$ cat src/hdl/bdce_pkg.sv
// Shared types and constants for the Bezier de Casteljau evaluator.
// No dependencies; imported by the controller, datapath, top level, checker and testbench.
`timescale 1ns / 1ps
package bdce_pkg;

   localparam int FRAC_BITS = 16;
   localparam int T_BITS    = 17;
   localparam logic [T_BITS-1:0] ONE_Q16 = 17'h10000;

   localparam logic [1:0] ACT_APPEND = 2'd0;
   localparam logic [1:0] ACT_EVAL   = 2'd1;
   localparam logic [1:0] ACT_CLEAR  = 2'd2;

   localparam logic [1:0] STAT_OK    = 2'd0;
   localparam logic [1:0] STAT_FULL  = 2'd1;
   localparam logic [1:0] STAT_EMPTY = 2'd2;

   typedef struct packed {
      logic       rd_en;
      logic       first;
      logic       from_cp;
      logic       last_step;
      logic       single;
      logic       cp_wr;
      logic       t_load;
      logic       status_load;
      logic [1:0] status_code;
      logic       res_clear;
   } bdce_cmd_type;

endpackage

$ cat src/hdl/bdce_ctrl.sv
// Controller: point count, request decode and the level/index sequencer.
// Depends on bdce_pkg; drives bdce_datapath through a command struct.
`timescale 1ns / 1ps
module bdce_ctrl #(
   parameter int MAX_POINTS = 16
) (
   input  logic                  clock,
   input  logic                  reset,
   input  logic                  req_valid,
   output logic                  req_ready,
   input  logic [1:0]            req_action,
   output logic                  rsp_valid,
   input  logic                  rsp_ready,
   input  logic                  eval_done,
   output bdce_pkg::bdce_cmd_type cmd,
   output logic [$clog2(MAX_POINTS)-1:0] dp_addr
);
   import bdce_pkg::*;

   localparam int CNT_W = $clog2(MAX_POINTS + 1);
   localparam int IDX_W = $clog2(MAX_POINTS);
   localparam int GAP_W = 3;

   localparam logic [1:0] ST_IDLE  = 2'd0;
   localparam logic [1:0] ST_ISSUE = 2'd1;
   localparam logic [1:0] ST_GAP   = 2'd2;
   localparam logic [1:0] ST_WAIT  = 2'd3;

   logic [1:0]       state_ff, state_in;
   logic [CNT_W-1:0] count_ff, count_in;
   logic [CNT_W-1:0] lvl_ff, lvl_in;
   logic [IDX_W-1:0] idx_ff, idx_in;
   logic [GAP_W-1:0] gap_ff, gap_in;
   logic             rsp_valid_ff, rsp_valid_in;
   logic             accept;
   logic             full;
   logic             lvl_end;

   assign req_ready = (state_ff == ST_IDLE) && (!rsp_valid_ff || rsp_ready);
   assign accept    = req_valid && req_ready;
   assign rsp_valid = rsp_valid_ff;
   assign full      = (count_ff == CNT_W'(MAX_POINTS));
   assign lvl_end   = (CNT_W'(idx_ff) == (lvl_ff - 1'b1));

   always_comb begin
      state_in     = state_ff;
      count_in     = count_ff;
      lvl_in       = lvl_ff;
      idx_in       = idx_ff;
      gap_in       = gap_ff;
      rsp_valid_in = rsp_valid_ff;
      cmd          = '0;
      dp_addr      = idx_ff;
      if (rsp_valid_ff && rsp_ready) begin
         rsp_valid_in = 1'b0;
      end
      unique case (state_ff)
         ST_IDLE: begin
            dp_addr = count_ff[IDX_W-1:0];
            if (accept) begin
               cmd.status_load = 1'b1;
               cmd.res_clear   = 1'b1;
               cmd.status_code = STAT_OK;
               rsp_valid_in    = 1'b1;
               priority case (req_action)
                  ACT_APPEND: begin
                     if (full) begin
                        cmd.status_code = STAT_FULL;
                     end else begin
                        cmd.cp_wr = 1'b1;
                        count_in  = count_ff + 1'b1;
                     end
                  end
                  ACT_EVAL: begin
                     if (count_ff == '0) begin
                        cmd.status_code = STAT_EMPTY;
                     end else begin
                        cmd.t_load   = 1'b1;
                        rsp_valid_in = 1'b0;
                        lvl_in       = count_ff;
                        idx_in       = '0;
                        state_in     = ST_ISSUE;
                     end
                  end
                  ACT_CLEAR: begin
                     count_in = '0;
                  end
                  default: begin
                  end
               endcase
            end
         end
         ST_ISSUE: begin
            cmd.rd_en     = 1'b1;
            cmd.first     = (idx_ff == '0);
            cmd.from_cp   = (lvl_ff == count_ff);
            cmd.single    = (lvl_ff == CNT_W'(1));
            cmd.last_step = (lvl_ff == CNT_W'(2)) && (idx_ff != '0);
            if (lvl_ff == CNT_W'(1)) begin
               state_in = ST_WAIT;
            end else if (lvl_end) begin
               idx_in = '0;
               lvl_in = lvl_ff - 1'b1;
               if (lvl_ff == CNT_W'(2)) begin
                  state_in = ST_WAIT;
               end else if (32'(lvl_ff) < 32'd5) begin
                  gap_in   = GAP_W'(32'd5 - 32'(lvl_ff));
                  state_in = ST_GAP;
               end
            end else begin
               idx_in = idx_ff + 1'b1;
            end
         end
         ST_GAP: begin
            gap_in = gap_ff - 1'b1;
            if (gap_ff == GAP_W'(1)) begin
               state_in = ST_ISSUE;
            end
         end
         ST_WAIT: begin
            if (eval_done) begin
               rsp_valid_in = 1'b1;
               state_in     = ST_IDLE;
            end
         end
         default: begin
            state_in = ST_IDLE;
         end
      endcase
   end

   always_ff @(posedge clock) begin
      if (reset) begin
         state_ff     <= ST_IDLE;
         count_ff     <= '0;
         lvl_ff       <= '0;
         idx_ff       <= '0;
         gap_ff       <= '0;
         rsp_valid_ff <= 1'b0;
      end else begin
         state_ff     <= state_in;
         count_ff     <= count_in;
         lvl_ff       <= lvl_in;
         idx_ff       <= idx_in;
         gap_ff       <= gap_in;
         rsp_valid_ff <= rsp_valid_in;
      end
   end

endmodule

$ cat src/hdl/bdce_datapath.sv
// Datapath: control point and working stores, three-stage interpolation pipe,
// result and status registers. Depends on bdce_pkg; driven by bdce_ctrl.
`timescale 1ns / 1ps
module bdce_datapath #(
   parameter int MAX_POINTS = 16,
   parameter int COORD_BITS = 10
) (
   input  logic                    clock,
   input  logic                    reset,
   input  bdce_pkg::bdce_cmd_type  cmd,
   input  logic [$clog2(MAX_POINTS)-1:0] dp_addr,
   input  logic [COORD_BITS-1:0]   req_point_x,
   input  logic [COORD_BITS-1:0]   req_point_y,
   input  logic [16:0]             req_t_param,
   output logic                    eval_done,
   output logic [COORD_BITS+7:0]   rsp_curve_x,
   output logic [COORD_BITS+7:0]   rsp_curve_y,
   output logic [1:0]              rsp_status
);
   import bdce_pkg::*;

   localparam int IDX_W = $clog2(MAX_POINTS);
   localparam int W     = COORD_BITS + FRAC_BITS;
   localparam int PW    = W + 1 + T_BITS + 1;

   logic [2*COORD_BITS-1:0] cp_mem_ff [MAX_POINTS];
   logic [2*W-1:0]          wk_mem_ff [MAX_POINTS];
   logic [2*COORD_BITS-1:0] cp_rd_ff;
   logic [2*W-1:0]          wk_rd_ff;

   logic [T_BITS-1:0] t_ff, t_in;

   logic             s1_valid_ff, s1_first_ff, s1_from_cp_ff, s1_last_ff, s1_single_ff;
   logic [IDX_W-1:0] s1_addr_ff;
   logic [W-1:0]     cur_x, cur_y;
   logic [W-1:0]     prev_x_ff, prev_y_ff;

   logic             s2_valid_ff, s2_last_ff;
   logic [IDX_W-1:0] s2_addr_ff;
   logic [W-1:0]     p2_x_ff, p2_y_ff;
   logic signed [W:0] diff_x_ff, diff_y_ff, diff_x_in, diff_y_in;

   logic             s3_valid_ff, s3_last_ff;
   logic [IDX_W-1:0] s3_addr_ff;
   logic [W-1:0]     p3_x_ff, p3_y_ff;
   logic signed [PW-1:0] prod_x_ff, prod_y_ff, prod_x_in, prod_y_in;
   logic [W-1:0]     sum_x, sum_y;

   logic [W-1:0]     res_x_ff, res_y_ff;
   logic [1:0]       status_ff;

   assign t_in = (req_t_param > ONE_Q16) ? ONE_Q16 : req_t_param;

   always_ff @(posedge clock) begin
      if (cmd.cp_wr) begin
         cp_mem_ff[dp_addr] <= {req_point_y, req_point_x};
      end
      if (cmd.rd_en) begin
         cp_rd_ff <= cp_mem_ff[dp_addr];
         wk_rd_ff <= wk_mem_ff[dp_addr];
      end
      if (s3_valid_ff) begin
         wk_mem_ff[s3_addr_ff] <= {sum_y, sum_x};
      end
   end

   assign cur_x = s1_from_cp_ff ? {cp_rd_ff[COORD_BITS-1:0], {FRAC_BITS{1'b0}}}
                                : wk_rd_ff[W-1:0];
   assign cur_y = s1_from_cp_ff ? {cp_rd_ff[2*COORD_BITS-1:COORD_BITS], {FRAC_BITS{1'b0}}}
                                : wk_rd_ff[2*W-1:W];

   assign diff_x_in = $signed({1'b0, cur_x}) - $signed({1'b0, prev_x_ff});
   assign diff_y_in = $signed({1'b0, cur_y}) - $signed({1'b0, prev_y_ff});
   assign prod_x_in = diff_x_ff * $signed({1'b0, t_ff});
   assign prod_y_in = diff_y_ff * $signed({1'b0, t_ff});

   assign sum_x = p3_x_ff + prod_x_ff[FRAC_BITS +: W];
   assign sum_y = p3_y_ff + prod_y_ff[FRAC_BITS +: W];

   always_ff @(posedge clock) begin
      if (cmd.t_load) begin
         t_ff <= t_in;
      end
      s1_first_ff   <= cmd.first;
      s1_from_cp_ff <= cmd.from_cp;
      s1_last_ff    <= cmd.last_step;
      s1_single_ff  <= cmd.single;
      s1_addr_ff    <= dp_addr;
      if (s1_valid_ff) begin
         prev_x_ff <= cur_x;
         prev_y_ff <= cur_y;
      end
      s2_last_ff <= s1_last_ff;
      s2_addr_ff <= s1_addr_ff - 1'b1;
      p2_x_ff    <= prev_x_ff;
      p2_y_ff    <= prev_y_ff;
      diff_x_ff  <= diff_x_in;
      diff_y_ff  <= diff_y_in;
      s3_last_ff <= s2_last_ff;
      s3_addr_ff <= s2_addr_ff;
      p3_x_ff    <= p2_x_ff;
      p3_y_ff    <= p2_y_ff;
      prod_x_ff  <= prod_x_in;
      prod_y_ff  <= prod_y_in;
      if (cmd.status_load) begin
         status_ff <= cmd.status_code;
      end
      if (cmd.res_clear) begin
         res_x_ff <= '0;
         res_y_ff <= '0;
      end else if (s1_valid_ff && s1_single_ff) begin
         res_x_ff <= cur_x;
         res_y_ff <= cur_y;
      end else if (s3_valid_ff && s3_last_ff) begin
         res_x_ff <= sum_x;
         res_y_ff <= sum_y;
      end
   end

   always_ff @(posedge clock) begin
      if (reset) begin
         s1_valid_ff <= 1'b0;
         s2_valid_ff <= 1'b0;
         s3_valid_ff <= 1'b0;
      end else begin
         s1_valid_ff <= cmd.rd_en;
         s2_valid_ff <= s1_valid_ff && !s1_first_ff && !s1_single_ff;
         s3_valid_ff <= s2_valid_ff;
      end
   end

   assign eval_done   = (s1_valid_ff && s1_single_ff) || (s3_valid_ff && s3_last_ff);
   assign rsp_curve_x = res_x_ff[W-1:8];
   assign rsp_curve_y = res_y_ff[W-1:8];
   assign rsp_status  = status_ff;

endmodule

$ cat src/hdl/bezier_de_casteljau_evaluator_core.sv
// Bezier de Casteljau evaluator, top level.
// Depends on bdce_pkg, bdce_ctrl and bdce_datapath.
//
// Request channel (req_*): one item per transfer. Action append stores
// (point_x, point_y), clear empties the store, evaluate computes the curve at
// t_param (Q1.16, values above 1.0 saturate). Every request gives exactly one
// response transfer on rsp_*: curve_x/curve_y in Q(COORD_BITS).8 and a status.
// Append, clear, full and empty responses appear in the cycle after the request.
// An evaluate reads one store entry per cycle outside the short-level wait
// states, one read per point of each de Casteljau level, into a three-stage
// subtract/multiply/add pipe. Short levels (three or four points) insert
// wait states so the pipe writes back before the next level reads. A single
// stored point is answered from the store read, bypassing the pipe.
// One request is in work at a time; req_ready is high only while the block is
// idle and the response register is empty or being taken in the same cycle.
// When the receiver stalls, the response holds and no new request is taken.
// Reset empties the point store and drops any pending response.
`timescale 1ns / 1ps
module bezier_de_casteljau_evaluator_core #(
   parameter int MAX_POINTS = 16,
   parameter int COORD_BITS = 10
) (
   input  logic                  clock,
   input  logic                  reset,
   input  logic                  req_valid,
   output logic                  req_ready,
   input  logic [1:0]            req_action,
   input  logic [COORD_BITS-1:0] req_point_x,
   input  logic [COORD_BITS-1:0] req_point_y,
   input  logic [16:0]           req_t_param,
   output logic                  rsp_valid,
   input  logic                  rsp_ready,
   output logic [COORD_BITS+7:0] rsp_curve_x,
   output logic [COORD_BITS+7:0] rsp_curve_y,
   output logic [1:0]            rsp_status
);
   import bdce_pkg::*;

   bdce_cmd_type                  cmd;
   logic [$clog2(MAX_POINTS)-1:0] dp_addr;
   logic                          eval_done;

   bdce_ctrl #(
      .MAX_POINTS(MAX_POINTS)
   ) u_ctrl (
      .clock     (clock),
      .reset     (reset),
      .req_valid (req_valid),
      .req_ready (req_ready),
      .req_action(req_action),
      .rsp_valid (rsp_valid),
      .rsp_ready (rsp_ready),
      .eval_done (eval_done),
      .cmd       (cmd),
      .dp_addr   (dp_addr)
   );

   bdce_datapath #(
      .MAX_POINTS(MAX_POINTS),
      .COORD_BITS(COORD_BITS)
   ) u_datapath (
      .clock      (clock),
      .reset      (reset),
      .cmd        (cmd),
      .dp_addr    (dp_addr),
      .req_point_x(req_point_x),
      .req_point_y(req_point_y),
      .req_t_param(req_t_param),
      .eval_done  (eval_done),
      .rsp_curve_x(rsp_curve_x),
      .rsp_curve_y(rsp_curve_y),
      .rsp_status (rsp_status)
   );

endmodule

$ cat config.mk
export PLATFORM = sky130hd
export DESIGN_NAME = bezier_de_casteljau_evaluator_core
export DESIGN_NICKNAME = d
export VERILOG_FILES = /design/src/hdl/bdce_pkg.sv /design/src/hdl/bdce_ctrl.sv /design/src/hdl/bdce_datapath.sv /design/src/hdl/bezier_de_casteljau_evaluator_core.sv
export SDC_FILE = /design/constraint.sdc
export NUM_CORES = 2
export LEC_CHECK = 0
export BUFFER_PORTS_ARGS = -buffer_cell sky130_fd_sc_hd__buf_2
export CORE_MARGIN = 3
export CORE_UTILIZATION = 55
export DETAILED_ROUTE_END_ITERATION = 6
export PLACE_DENSITY_LB_ADDON = 0.05
export SLEW_MARGIN = 20
export SYNTH_ARGS = -nofsm -noshare
export SYNTH_HDL_FRONTEND = slang
export SYNTH_SLANG_ARGS = --single-unit
$ cat constraint.sdc
create_clock -name clock -period 9.3 [get_ports clock]
set_input_delay 0.93 -clock clock [delete_from_list [all_inputs] [get_ports clock]]
set_output_delay 0.93 -clock clock [all_outputs]
set_load 0.05 [all_outputs]
==> summary.txt <==
Status
  – Outcome: completed

Detailed routing
  – Drt first-iter violations: 4944
  – Drt wl/cell: ~23 µm
  – First drt pass iteration count: 5
  – Detailed-route via count: around 60000
  – Residual DRC: 0
  – Post-DRT Antenna Nets: 0
  – Drt total wl: 242 mm
  – Via density: ~5.7

STA
  – Tightest Pin Transition: ~1.2 ns
  – Max Slew Vio Count: 0
  – Max_slew headroom: 0.224
  – Setup TNS: 0 ns
  – Fmax: 0.136 GHz
  – Fin worst setup slack: between 1.5 and 2 ns
  – Clock Skews: 0.0361 ns
  – Min Tclk post-route: 7.33 ns
  – Final period utilization: 0.788
  – Setup violators final: 0
  – RSZ-0062 raised after global routing: no
  – Final Hold Viols: 0

Global routing
  – Initial antenna violation count: 15
  – Total gr overflow: 0
  – Largest net degree at the start of global routing: between 150 and 200
  – Total GRT Usage: 0.283
  – Vias in the first global route: between 60000 and 70000
  – First-pass GRT wire length: 377 mm

Critical path
  – Critical Path AT: roughly 8 ns
  – CP Launch Type: register
  – Setup CP Type: register to register
  – CP max stage delay: around 1.0 ns
  – CP max FO: 28
  – WP data required: approximately 10 ns
  – CP max-delay cell: edfxtp_1
  – CP bufs+invs: 5
  – CP cell instances: buf_4 > and2_1 > fa_1 > inv_1 > fa_1 > inv_1 > fa_1 > fa_1 > fa_1 > inv_1 > fa_1 > inv_1 > ha_1 > o2111ai_1 > a21oi_1 > nand2_1 > o21ai_1 > a31oi_1 > o31ai_1 > a211o_1 > a21oi_1 > xnor2_1
  – Crit end category: register
  – Critical path's top delay family: adder cells
  – Critical path's most frequent cell: fa_1

Logic synthesis
  – Cell Area, Synth: about 93000 µm²
  – Syn. warnings: 0
  – Sequential area share after synthesis: 0.479
  – EDFF count, synth: 1295
  – Most numerous cell in the Yosys netlist: nand2_1
  – Synthesized area per cell: around 11 µm²
  – Area leader, netlist: edfxtp_1
  – Syn_nets: 9677
  – Synth top area share: 0.418
  – Seq cells post-synth: roughly 1600
  – Most frequent cells after synthesis: nand2_1 (1727), edfxtp_1 (1295), inv_1 (1113), fa_1 (852), nand3_1 (625)
  – Top_reg_cell synth: edfxtp_1
  – Post-Synthesis Cells: between 8000 and 9000
  – Dominant cells by area after synthesis: edfxtp_1 (42%), fa_1 (18%), nand2_1 (7.0%)
  – Post-synth cell types: between 70 and 80
  – Ys async rst share: 0

Layout
  – Finished Layout Cells: between 10000 and 15000
  – Layout cells sized above 1: 0.0634
  – Final #Nets: between 9000 and 10000
  – P&R area growth vs syn: 8.85%

Clock network
  – Root Driver: clkbuf_16
  – Clk sinks: 1582
  – CTS tree: done
  – Clk_lat worst skew: 0.81 ns
  – Cts hold-fix bufs: 0
  – Post_cts resized: 0
  – CTS H-Tree Depth: 4
  – Clk slew on worst S/H paths: roughly 0.070 ns
  – Setup Fix Bufs, Post-CTS: 0
  – Clock Tree Buf Depth: 3
  – Number of buffers created by CTS: about 160

Floorplan
  – Die area: around 170000 µm²
  – Core Area: ~170000 µm²
  – Starting Density: 0.555
  – Ports: 83
  – Std-Cell Rows: 150
  – Die H: about 420 µm
  – Die Width: ~420 µm

Placement
  – PortBufs: a little over 80
  – Dpl cells: between 10000 and 15000
  – Gpl congestion: just under 0.9
  – HPWL Detailed: roughly 150 mm
  – Place WS: just over 2 ns

Run
  – Max Cap Violations: 0

Worst hold path
  – Class of the worst hold path: register to register
==> cells in the final DEF, fill, tap and decap left out, types with 19 or more instances in the layout <==
| cell type | instances |
|---|---|
| a21o_1 | 45 |
| xnor2_1 | 123 |
| buf_4 | 113 |
| ha_1 | 315 |
| a311oi_1 | 151 |
| a21oi_1 | 174 |
| nor3_1 | 32 |
| clkbuf_16 | 168 |
| nor2b_1 | 70 |
| buf_2 | 82 |
| clkbuf_1 | 54 |
| o21ai_0 | 102 |
| nand2_1 | 1727 |
| inv_1 | 1111 |
| a31oi_1 | 91 |
| and3_1 | 83 |
| and2_1 | 458 |
| dfxtp_1 | 285 |
| nand2b_1 | 26 |
| nand3_1 | 625 |
| nand4_1 | 19 |
| nor2_1 | 122 |
| o21a_1 | 28 |
| fa_1 | 852 |
| xor2_1 | 37 |
| nor2_4 | 20 |
| clkinv_2 | 25 |
| mux2_2 | 20 |
| edfxtp_1 | 1295 |
==> state kept, by name, summed over array words and instances, names as in the netlist, 5 cells and up <==
signal and flops:
u_datapath.wk_mem_ff 832, u_datapath.cp_rd_ff 20, u_ctrl.count_ff 5, u_ctrl.lvl_ff 5, u_datapath.prev_x_ff 26, u_datapath.t_ff 17, u_datapath.prod_y_ff 26, u_datapath.p2_x_ff 26
u_datapath.p3_y_ff 26, u_datapath.res_y_ff 18, u_datapath.wk_rd_ff 52, u_datapath.prev_y_ff 26, u_datapath.p3_x_ff 26, u_datapath.res_x_ff 18, u_datapath.diff_y_ff 27, u_datapath.p2_y_ff 26
u_datapath.diff_x_ff 27, u_datapath.prod_x_ff 26, u_datapath.cp_mem_ff 320
==> cell type report <==
class / instances / area [µm²]
fillers: 13600 / 66300
flip-flops and latches: 1582 / 44600
multi-input cells: 5339 / 43100
clock buffers: 234 / 4570
inverters: 1114 / 4200
well taps: 2204 / 2760
repair buffers: 202 / 1400
clock inverters: 63 / 649
diodes: 4 / 10.0
==> final timing paths <==
check,startpoint,slack [ns],cells after the start,endpoint
max,u_datapath.t_ff[13]$_SDFFCE_PN0P_,1.97,22,u_datapath.prod_x_ff[40]$_DFF_P_
min,u_datapath.p2_y_ff[4]$_DFF_P_,0.31,0,u_datapath.p3_y_ff[4]$_DFF_P_
max reg2reg,u_datapath.t_ff[13]$_SDFFCE_PN0P_,1.97,22,u_datapath.prod_x_ff[40]$_DFF_P_
min reg2reg,u_datapath.p2_y_ff[4]$_DFF_P_,0.31,0,u_datapath.p3_y_ff[4]$_DFF_P_
==> worst reg2reg max path: stages, from the launching register on <==
cell and delay (ns):
edfxtp_1 1.04, buf_4 0.49, and2_1 0.23, fa_1 0.42, inv_1 0.09, fa_1 0.40
inv_1 0.08, fa_1 0.45, fa_1 0.47, fa_1 0.50, inv_1 0.05, fa_1 0.48
inv_1 0.04, ha_1 0.35, o2111ai_1 0.17, a21oi_1 0.15, nand2_1 0.06, o21ai_1 0.42
a31oi_1 0.21, o31ai_1 0.65, a211o_1 0.25, a21oi_1 0.08, xnor2_1 0.12
==> routing by layer <==
metal	share of wire	up-vias	wire length [µm]	track usage
met2	0.48	2025	116000	0.467
met1	0.43	31200	103000	0.398
li1	-	27700	-	-
met3	0.063	444	15200	0.0376
met5	0.00021	-	51	0
met4	0.030	6	7290	0.0811
==> kinds of logic (layout without fill, tap and decap cells) <==
kind of cell / Yosys count / in the layout / synth area share
muxes: 32 / 32 / 0.00371
DFF: 1582 / 1582 / 0.479
xor gates and xnor gates: 181 / 181 / 0.0170
and+or+nand+nor: 3236 / 3236 / 0.159
adders and majority gates: 1168 / 1168 / 0.226
AOI/OAI and AO/OA: 722 / 722 / 0.0529
other: 0 / 4 / 0
buffers and inverters: 1545 / 1613 / 0.0625
==> through the flow <==
stage	cell area (µm²)	hold slack (ns)	utilization
floorplan	93100	0.310	-
global placement	96000	0.310	0.573
detailed placement	96100	0.312	0.573
CTS	101000	0.318	0.604
global route	101000	0.319	0.604
finish	101000	0.315	0.605
Power is left out: the tool's default activity adds up to more than one toggle a clock period on the data nets, which glitch-free logic cannot reach.
